===== src/hdl/hsfd_pkg.sv =====
// ----------------------------------------------------------------------------
// hsfd_pkg
// Shared types, constants and the CRC-8 step for the measurement frame decoder.
// ----------------------------------------------------------------------------
`default_nettype none

package hsfd_pkg;

  localparam logic [7:0] CRC_POLY = 8'h31;
  localparam logic [7:0] CRC_INIT = 8'hFF;

  localparam logic [15:0] FULL_SCALE  = 16'd65535;
  localparam logic [14:0] TEMP_SPAN   = 15'd17500;
  localparam logic [15:0] TEMP_OFFSET = 16'd4500;
  localparam logic [13:0] HUM_SPAN    = 14'd10000;

  localparam logic [2:0] POS_T_HI  = 3'd0;
  localparam logic [2:0] POS_T_LO  = 3'd1;
  localparam logic [2:0] POS_T_CRC = 3'd2;
  localparam logic [2:0] POS_H_HI  = 3'd3;
  localparam logic [2:0] POS_H_LO  = 3'd4;
  localparam logic [2:0] POS_H_CRC = 3'd5;

  typedef enum logic [1:0] {
    STATUS_OK       = 2'd0,
    STATUS_TEMP_CRC = 2'd1,
    STATUS_HUM_CRC  = 2'd2
  } hsfd_status_t;

  typedef struct packed {
    logic [7:0] rx_byte;
    logic       frame_start;
  } hsfd_in_t;

  typedef struct packed {
    logic signed [14:0] temperature_centi;
    logic [13:0]        humidity_centi;
    logic [15:0]        raw_temperature;
    logic [15:0]        raw_humidity;
    hsfd_status_t       status;
  } hsfd_out_t;

  typedef struct packed {
    logic         done;
    logic [15:0]  temp_word;
    logic [15:0]  hum_word;
    hsfd_status_t status;
  } hsfd_frame_t;

  function automatic logic [7:0] crc8_step(input logic [7:0] crc, input logic [7:0] b);
    logic [7:0] c;
    c = crc ^ b;
    for (int k = 0; k < 8; k++) begin
      c = c[7] ? ({c[6:0], 1'b0} ^ CRC_POLY) : {c[6:0], 1'b0};
    end
    return c;
  endfunction

  // floor(x / 65535) for x < 2^31: estimate by x >> 16, remainder stays below 2*65535
  function automatic logic [15:0] div_full_scale(input logic [30:0] x);
    logic [14:0] qe;
    logic [16:0] r;
    qe = x[30:16];
    r  = {1'b0, x[15:0]} + {2'b00, qe};
    return {1'b0, qe} + ((r >= {1'b0, FULL_SCALE}) ? 16'd1 : 16'd0);
  endfunction

endpackage

`default_nettype wire


===== src/hdl/hsfd_frame_tracker.sv =====
// ----------------------------------------------------------------------------
// hsfd_frame_tracker
// Tracks byte position, assembles both words and checks each word's CRC-8.
// ----------------------------------------------------------------------------
`default_nettype none

module hsfd_frame_tracker
  import hsfd_pkg::*;
(
  input  wire logic        clk,
  input  wire logic        rst_n,
  input  wire logic        accept,
  input  wire hsfd_in_t    in_data,
  output hsfd_frame_t      frame,
  output logic             last_pending
);

  logic [2:0]  pos_r, pos_nxt;
  logic [7:0]  crc_r, crc_nxt;
  logic [15:0] temp_word_r, temp_word_nxt;
  logic [15:0] hum_word_r, hum_word_nxt;
  logic        temp_good_r, temp_good_nxt;
  logic [2:0]  pos;
  logic        hum_good;

  assign last_pending = (pos_r == POS_H_CRC);

  always_comb begin
    pos           = in_data.frame_start ? POS_T_HI : pos_r;
    if (pos > POS_H_CRC) pos = POS_T_HI;
    pos_nxt       = pos + 3'd1;
    crc_nxt       = crc_r;
    temp_word_nxt = temp_word_r;
    hum_word_nxt  = hum_word_r;
    temp_good_nxt = temp_good_r;
    hum_good      = (crc_r == in_data.rx_byte);
    frame.done      = 1'b0;
    frame.temp_word = temp_word_r;
    frame.hum_word  = hum_word_r;
    frame.status    = STATUS_OK;
    case (pos)
      POS_T_HI: begin
        crc_nxt       = crc8_step(CRC_INIT, in_data.rx_byte);
        temp_word_nxt = {in_data.rx_byte, 8'h00};
      end
      POS_T_LO: begin
        crc_nxt       = crc8_step(crc_r, in_data.rx_byte);
        temp_word_nxt = {temp_word_r[15:8], in_data.rx_byte};
      end
      POS_T_CRC: begin
        temp_good_nxt = hum_good;
        crc_nxt       = CRC_INIT;
      end
      POS_H_HI: begin
        crc_nxt      = crc8_step(CRC_INIT, in_data.rx_byte);
        hum_word_nxt = {in_data.rx_byte, 8'h00};
      end
      POS_H_LO: begin
        crc_nxt      = crc8_step(crc_r, in_data.rx_byte);
        hum_word_nxt = {hum_word_r[15:8], in_data.rx_byte};
      end
      default: begin
        crc_nxt    = CRC_INIT;
        pos_nxt    = POS_T_HI;
        frame.done = 1'b1;
        if (!temp_good_r) frame.status = STATUS_TEMP_CRC;
        else if (!hum_good) frame.status = STATUS_HUM_CRC;
        else frame.status = STATUS_OK;
      end
    endcase
  end

  always_ff @(posedge clk) begin
    if (!rst_n) begin
      pos_r       <= POS_T_HI;
      crc_r       <= CRC_INIT;
      temp_word_r <= '0;
      hum_word_r  <= '0;
      temp_good_r <= 1'b0;
    end else if (accept) begin
      pos_r       <= pos_nxt;
      crc_r       <= crc_nxt;
      temp_word_r <= temp_word_nxt;
      hum_word_r  <= hum_word_nxt;
      temp_good_r <= temp_good_nxt;
    end
  end

endmodule

`default_nettype wire


===== src/hdl/hsfd_scaler.sv =====
// ----------------------------------------------------------------------------
// hsfd_scaler
// Converts raw words to centi-degrees and centi-percent with an exact floor.
// ----------------------------------------------------------------------------
`default_nettype none

module hsfd_scaler
  import hsfd_pkg::*;
(
  input  wire hsfd_frame_t        frame,
  output hsfd_out_t               result
);

  logic [30:0] temp_prod;
  logic [29:0] hum_prod;
  logic [15:0] temp_q;
  logic [15:0] hum_q;
  logic [15:0] temp_c;

  always_comb begin
    temp_prod = 31'(frame.temp_word) * 31'(TEMP_SPAN);
    hum_prod  = 30'(frame.hum_word) * 30'(HUM_SPAN);
    temp_q    = div_full_scale(temp_prod);
    hum_q     = div_full_scale({1'b0, hum_prod});
    temp_c    = temp_q - TEMP_OFFSET;

    result.raw_temperature = frame.temp_word;
    result.raw_humidity    = frame.hum_word;
    result.status          = frame.status;
    if (frame.status == STATUS_OK) begin
      result.temperature_centi = $signed(temp_c[14:0]);
      result.humidity_centi    = hum_q[13:0];
    end else begin
      result.temperature_centi = '0;
      result.humidity_centi    = '0;
    end
  end

endmodule

`default_nettype wire


===== src/hdl/humidity_sensor_frame_decoder_core.sv =====
// ----------------------------------------------------------------------------
// humidity_sensor_frame_decoder_core
// Decodes six-byte temperature/humidity frames with per-word CRC-8 checking.
// ----------------------------------------------------------------------------
// Usage:
//   in_valid/in_ready/in_data carry one frame byte per word, in wire order;
//   in_data.frame_start forces the byte to be the first of a frame.
//   out_valid/out_ready/out_data carry one result per complete frame: scaled
//   temperature and humidity, both raw words and a CRC status.
//   Latency: the result is shown the cycle after the sixth byte is taken.
//   Throughput: one byte per cycle while in_ready is high; CRC step and constant
//   scaling sit between the byte handshake and the result register.
//   Stall: while a result waits, the first five bytes of the next frame are
//   still taken; a sixth byte waits until the held result is taken.
//   Reset: synchronous on rst_n low; position returns to the first byte,
//   the CRC to 0xFF and the result register empties.
// ----------------------------------------------------------------------------
`default_nettype none

module humidity_sensor_frame_decoder_core
  import hsfd_pkg::*;
(
  input  wire logic      clk,
  input  wire logic      rst_n,
  input  wire logic      in_valid,
  output logic           in_ready,
  input  wire hsfd_in_t  in_data,
  output logic           out_valid,
  input  wire logic      out_ready,
  output hsfd_out_t      out_data
);

  hsfd_frame_t frame;
  hsfd_out_t   result;
  logic        last_pending;
  logic        accept;
  logic        out_valid_r;
  hsfd_out_t   out_data_r;

  assign in_ready  = !out_valid_r || out_ready || !last_pending;
  assign accept    = in_valid && in_ready;
  assign out_valid = out_valid_r;
  assign out_data  = out_data_r;

  hsfd_frame_tracker u_tracker (
    .clk          (clk),
    .rst_n        (rst_n),
    .accept       (accept),
    .in_data      (in_data),
    .frame        (frame),
    .last_pending (last_pending)
  );

  hsfd_scaler u_scaler (
    .frame  (frame),
    .result (result)
  );

  always_ff @(posedge clk) begin
    if (!rst_n) begin
      out_valid_r <= 1'b0;
    end else if (accept && frame.done) begin
      out_valid_r <= 1'b1;
    end else if (out_ready) begin
      out_valid_r <= 1'b0;
    end
  end

  always_ff @(posedge clk) begin
    if (accept && frame.done) begin
      out_data_r <= result;
    end
  end

endmodule

`default_nettype wire


===== config.mk =====
export PLATFORM = sky130hd
export DESIGN_NAME = humidity_sensor_frame_decoder_core
export DESIGN_NICKNAME = d
export VERILOG_FILES = /design/src/hdl/hsfd_pkg.sv /design/src/hdl/hsfd_frame_tracker.sv /design/src/hdl/hsfd_scaler.sv /design/src/hdl/humidity_sensor_frame_decoder_core.sv
export SDC_FILE = /design/constraint.sdc
export NUM_CORES = 1
export LEC_CHECK = 0
export ABC_AREA = 1
export BUFFER_PORTS_ARGS = -buffer_cell sky130_fd_sc_hd__buf_4
export CAP_MARGIN = 10
export CORE_MARGIN = 8
export CORE_UTILIZATION = 30
export CTS_CLUSTER_DIAMETER = 50
export CTS_CLUSTER_SIZE = 20
export DETAILED_ROUTE_END_ITERATION = 16
export SYNTH_ARGS = -nofsm -noshare
export SYNTH_HDL_FRONTEND = slang
export SYNTH_SLANG_ARGS = --single-unit

===== constraint.sdc =====
create_clock -name clk -period 7.6 [get_ports clk]
set_input_delay 1.52 -clock clk [delete_from_list [all_inputs] [get_ports clk]]
set_output_delay 1.52 -clock clk [all_outputs]
set_load 0.02 [all_outputs]

==> flow_summary.toml, run 1 <==
[clock_tree]
path_clk_slew_ns = 0.08
numCtsBuffers = 9
clk_latency_ns = 0.39
cts_sinks = 108
tritoncts = "yes"
clockBufferDepth = 2
postCtsSetupBuffers = 0
htree_levels = 3
cts_root_buffer = "clkbuf_16"

[route]
drc = 0
routedWlPerCell_um = 14.2
drt_iter0_markers = 557
via_per_inst = 4.60
routed_wl_um = 33400
first_pass_iters = 5
ant_nets = 0
vias = 10798

[place]
hpwl_um = 27900
place.gp.congestion = 0.919
pre_cts_ws_ns = 0.209
dpl.cell_count = 2333
port_buffers = 77

[yosys]
synth_simple_gate_area_share_pct = 21.6
synth-compound-area-share_pct = 8.27
synthXorXnorAreaFrac_pct = 3.88
yosysSeqAreaShare_pct = 21.6
syn-num-nets = 2008
synth_adder_area_share_pct = 32.1
syn_avg_cell_area_um2 = 7.53
async_reset_ff_share_pct = 0
synth_cells = 1713
syn_area_um2 = 12900
ys_ff_latch = 108
synth_top_family_by_area = "adder cells"
ys.warnings.count = 0
yosys_most_used_dff = "edfxtp_1"
synth_edf_count = 63
synth_mux_area_share_pct = 0
synth_cell_types = 47

[floorplan]
dieArea_um2 = 49900
initial_core_util_pct = 30.1
core_area_um2 = 42800
die_y_um = 223
io_pins = 78
num_rows = 76
die_w_um = 223

[sta]
setup_ws_ns = 0.543
hold_viol = 0
finalCritPeriodShare_pct = 92.9
skew_ns = 0.0211
maxSlewViolCount = 0
worst_slew_pin_slew_ns = 0.850
final-setup-viol-count = 0
max_freq_mhz = 142
layout_min_cycle_time_ns = 7.06
tns_ns = 0
slew_headroom_pct = 43.4

[power]
power.switching_mw = 0.910
ir_drop_mv = 0.138
p_int_mw = 1.24
p_comb_share_pct = 45.4
p_leak_nw = 7.75
switching_share_pct = 42.4
powerDensity_nw_per_um2 = 147
clkPwrFrac_pct = 23.4
pwr-share-seq_pct = 31.2

[layout]
nets = 2093
drive_gt1_share_pct = 10.3
syn_to_final_growth_pct = 12.8
n_antenna_cell = 0
final_cell_mix = "inv_1 (392), nand2_1 (381), ha_1 (196)"
final_common_cell = "inv_1"
fillers = 4519
stdcell_count = 2349
final_core_util_pct = 34.0

[worst_setup_path]
crit_arrival_ns = 7.19
required_ns = 7.73
cp_slowest_cell = "dfxtp_1"
critical_path_peak_fanout = 7
startpoint_type = "register"
critPathMaxStageDelay_ns = 0.62
crit_top_cell = "ha_1"
criticalPathCategory = "register to register"
crit_path_end_kind = "register"

[grt]
grt_overflow = 0
grt_start_max_net_pins = 59
gr-usage-all-layers_pct = 13.7
grt_pass1_vias = 11008
antenna_found_initial = 0
grt_pass1_wl_um = 55600

[min_path]
hp-class = "register to register"

[run_status]
outcome = "complete, no violations"

[run]
maxCapViolations = 0
-- cell families after synthesis --
kind of cell | Yosys count
buffers and inverters | 421
AO/OA/AOI/OAI | 198
XOR/XNOR | 52
flip-flops | 108
AND/OR/NAND/NOR | 652
adder cells (fa/ha/maj) | 282
-- routing by layer --
layer	GRT usage [%]	part of all wire (%)	wire length, um
met1	18.6	50	16500
met4	3.44	1.7	560
met5	0	0	0
met2	22.6	45	14900
met3	2.13	4.3	1430
-- through the flow --
step,power [mW],hold WS [ns],area (um^2)
final,2.15,0.490,14600
after global routing,2.32,0.506,14600
after CTS,2.15,0.489,14500
after detailed placement,1.64,0.477,14200
after global placement,1.63,0.474,14200
after floorplan,1.40,0.459,12900
-- cells in the mapped netlist (3+ instances only) --
library cell	count	area, um^2
nand2_1	384	1440
xor2_1	24	210
nor3_1	8	40.0
o21ai_0	51	255
and2_1	6	37.5
fa_1	82	1640
nor3b_1	3	22.5
nand4_1	34	213
nor2_1	104	390
o21a_1	8	60.1
xnor2_1	22	193
nand3_1	73	365
nor2_2	9	56.3
o21ai_1	4	20.0
buf_2	4	20.0
ha_1	200	2500
xor2_2	3	48.8
a21oi_2	3	26.3
inv_1	393	1480
a21oi_1	115	576
or2_2	6	37.5
inv_2	12	45.0
edfxtp_1	63	1890
dfxtp_1	45	901
xnor2_2	3	48.8
nand2_2	10	62.6
clkbuf_1	8	30.0
nand3b_1	6	45.0
-- sequential cells by signal, summed over array words and instances (netlist names) --
signal	cells
out_data	63
u_tracker.pos_r	3
u_tracker.crc_r	8
u_tracker.temp_good_r	1
out_valid	1
u_tracker.temp_word_r	16
u_tracker.hum_word_r	16
-- power by group through the flow --
stage / clock [mW] / sequential [mW] / combinational, mW
final: 0.502 / 0.670 / 0.974
after global routing: 0.534 / 0.674 / 1.12
after CTS: 0.518 / 0.671 / 0.962
after detailed placement: 0 / 0.684 / 0.953
after global placement: 0 / 0.684 / 0.944
after floorplan: 0 / 0.677 / 0.725
-- critical path, delay by kind of cell (launching register included) --
kind | cells | cell delay (ns)
fa+ha+maj | 9 | 3.14
simple gates | 12 | 1.88
compound gates | 7 | 0.95
buf+inv | 3 | 0.21
flops | 1 | 0.62
-- worst paths after layout --
kind | startpoint | endpoint | slack [ns] | cells past startpoint
setup / recovery | u_tracker.hum_word_r[13] | out_data[42] | 0.54 | 31
hold reg to reg | u_tracker.pos_r[1] | u_tracker.pos_r[1] | 0.49 | 2
hold / removal | u_tracker.pos_r[1] | u_tracker.pos_r[1] | 0.49 | 2
setup reg to reg | u_tracker.hum_word_r[13] | out_data[42] | 0.54 | 31
-- layout make-up --
cell class / instances / area, um^2 / share of cell area, %
tap: 546 / 683 / 4.69
clock inverter: 7 / 80.1 / 0.550
inverter: 405 / 1520 / 10.4
timing repair buffer: 90 / 676 / 4.64
multi-input combinational: 1184 / 8550 / 58.8
sequential: 108 / 2820 / 19.4
clock buffer: 9 / 225 / 1.55
-- timing repair --
item | CTS | global route
endpoints found under the setup margin | 0 | 21
resized for setup | 0 | 32
hold buffers | 0 | 0
Power figures use the tool's default switching activity.
==> run 2, diff against run 1 <==
--- a/config.mk
+++ b/config.mk
@@ -5,7 +5,6 @@
 export SDC_FILE = /design/constraint.sdc
 export NUM_CORES = 1
 export LEC_CHECK = 0
-export ABC_AREA = 1
 export BUFFER_PORTS_ARGS = -buffer_cell sky130_fd_sc_hd__buf_4
 export CAP_MARGIN = 10
 export CORE_MARGIN = 8
==> run 2 against run 1 <==
- the run now ends with setup timing left
- final cell count fell by 14%
- worst setup slack got worse by 0.60 ns
- critical endpoint is now out_data[46]
- hold slack improved by 0.022 ns
- via count fell by 11%
- sequential cell count did not move
==> flow_summary.toml, run 2 <==
[yosys]
ys_top_cells_by_count = "inv_1 (240), ha_1 (200), fa_1 (82)"
synthXorXnorAreaFrac_pct = 6.89
synth_simple_gate_area_share_pct = 11.5
ys.warnings.count = 0
synth-compound-area-share_pct = 13.2
syn_area_um2 = 11900
syn-num-nets = 1562
async_reset_ff_share_pct = 0
synth_area_leaders = "ha_1 (21%), edfxtp_1 (16%), fa_1 (14%), dfxtp_1 (7.5%), inv_1 (7.5%)"
synth_cell_types = 68
yosysMostFrequentCell = "inv_1"
syn_avg_cell_area_um2 = 9.43
synth_mux_area_share_pct = 1.84
synth_top_family_by_area = "adder cells"
yosysSeqAreaShare_pct = 23.4
ys_ff_latch = 108
synth_cells = 1267
synthDominantCellAreaShare_pct = 21.0
synth_top_cell_by_area = "ha_1"
synth_adder_area_share_pct = 34.7
yosys_most_used_dff = "edfxtp_1"
synth_edf_count = 63

[grt]
gr-usage-all-layers_pct = 13.2
met1_usage_pct = 18.0
grt_pass1_wl_um = 50200
grt_overflow = 0
grt_use_met2_pct = 21.7
use_met3_pct = 1.79
busiest_layer = "met2"
grt_pass1_vias = 9570
antenna_found_initial = 0
grt_start_max_net_pins = 61

[route]
first_pass_iters = 5
via_per_inst = 4.72
drc = 0
routed_wl_um = 31300
routedWlPerCell_um = 15.4
ant_nets = 0
vias = 9577
drt_iter0_markers = 402

[min_path]
min_from = "u_tracker.crc_r[5]"
hp-class = "register to register"

[clock_tree]
htree_levels = 3
cts_root_buffer = "clkbuf_16"
clockBufferDepth = 2
tritoncts = "yes"
clk_latency_ns = 0.39
path_clk_slew_ns = 0.08
cts_sinks = 108
numCtsBuffers = 9
ctsHoldBuffers = 0

[sta]
worst_slew_pin_slew_ns = 1.14
layout_min_cycle_time_ns = 7.66
rsz0062_at_grt = "true"
final-setup-viol-count = 1
max_freq_mhz = 131
skew_ns = 0.0174
slew_headroom_pct = 24.0
hold_viol = 0
finalCritPeriodShare_pct = 101
setup_ws_ns = -0.0612
tns_ns = -0.0612
maxSlewViolCount = 0

[layout]
largest_register_ffs = 63
final_cell_mix = "buf_4 (250), inv_1 (227), ha_1 (172)"
stdcell_count = 2031
final_common_cell = "buf_4"
nets = 1796
final_area_um2 = 15300
drive_gt1_share_pct = 26.9
syn_to_final_growth_pct = 28.3
n_antenna_cell = 0

[worst_setup_path]
required_ns = 7.83
cp_slowest_cell = "or4b_4"
crit_top_cell = "inv_2"
crit_path_end_kind = "register"
criticalPathCategory = "register to register"
crit_arrival_ns = 7.90
critical_path_peak_fanout = 7
r2r_start = "u_tracker.hum_word_r[5]"
critPathMaxStageDelay_ns = 0.54
startpoint_type = "register"
ff2ff_setup_slack_ns = -0.06
cp-startpoint = "u_tracker.hum_word_r[5]"

[floorplan]
dieArea_um2 = 46500
io_pins = 78
die_y_um = 216
core_area_um2 = 39500
initial_core_util_pct = 30.2
num_rows = 73
die_w_um = 216

[place]
dpl-instance-area_um2 = 14000
hpwl_um = 24500
port_buffers = 77
pre_cts_ws_ns = -0.334
dpl.cell_count = 1958
place.gp.congestion = 0.856

[run_status]
violations = "setup timing"
outcome = "complete, but fails checks"

[run]
maxCapViolations = 0

[power]
powerDensity_nw_per_um2 = 118
p_leak_nw = 7.61
ir_drop_mv = 0.0936
==> run 2: path summary, 6_finish.rpt <==
| kind | end | cells after the start |
|---|---|---|
| worst max-delay path | out_data[46] | 30 |
| worst min-delay path | u_tracker.crc_r[5] | 2 |
| worst max register to register | out_data[46] | 30 |
| worst min register to register | u_tracker.crc_r[5] | 2 |
==> run 2: cell families after synthesis <==
| kind of cell | after synthesis |
|---|---|
| AO/OA/AOI/OAI | 235 |
| XOR/XNOR | 94 |
| adder cells (fa/ha/maj) | 282 |
| buffers and inverters | 270 |
| flip-flops | 108 |
| multiplexers | 22 |
| AND/OR/NAND/NOR | 256 |
==> run 2: what timing repair did <==
action,in CTS,in global routing
pin swaps,17,53
resized for setup,33,115
buffers inserted,38,22
setup endpoints to repair,9,23
==> run 2: critical path: cells and delay by family, from the launching register on <==
family,cells,cell delay (ns)
AOI/OAI and AO/OA,7,1.12
xor gates and xnor gates,1,0.14
adders and majority gates,9,2.69
buffers and inverters,6,0.37
DFF,1,0.36
and+or+nand+nor,7,2.80
==> run 2: layer usage <==
| metal | vias up | wire (um) |
|---|---|---|
| li1 | 4778 | - |
| met1 | 4616 | 15400 |
| met2 | 148 | 14400 |
| met3 | 35 | 880 |
| met4 | 0 | 556 |
| met5 | - | 0 |
==> run 2: area by class of cell <==
cell class	count	area [um^2]
clock inverter	6	62.6
multi-input combinational	889	8710
inverter	240	901
sequential	108	2840
clock buffer	10	239
timing repair buffer	253	1910
fill	3887	24200
tap	525	657
==> run 2: metrics by stage <==
stage | total power, mW | util [%] | hold slack, ns
3_3_place_gp | 1.27 | 35.4 | 0.489
2_1_floorplan | 1.07 | - | 0.475
6_report | 1.81 | 38.8 | 0.512
4_1_cts | 1.79 | 37.1 | 0.510
5_1_grt | 1.94 | 38.8 | 0.535
3_5_place_dp | 1.28 | 35.4 | 0.496
==> run 2: report_power, final <==
part	total, mW	switching, mW	leakage (nW)	internal [mW]
sequential	0.642	0.0116	0.966	0.631
combinational	0.683	0.364	6.49	0.318
clock	0.489	0.248	0.149	0.241
total	1.81	0.624	7.61	1.19
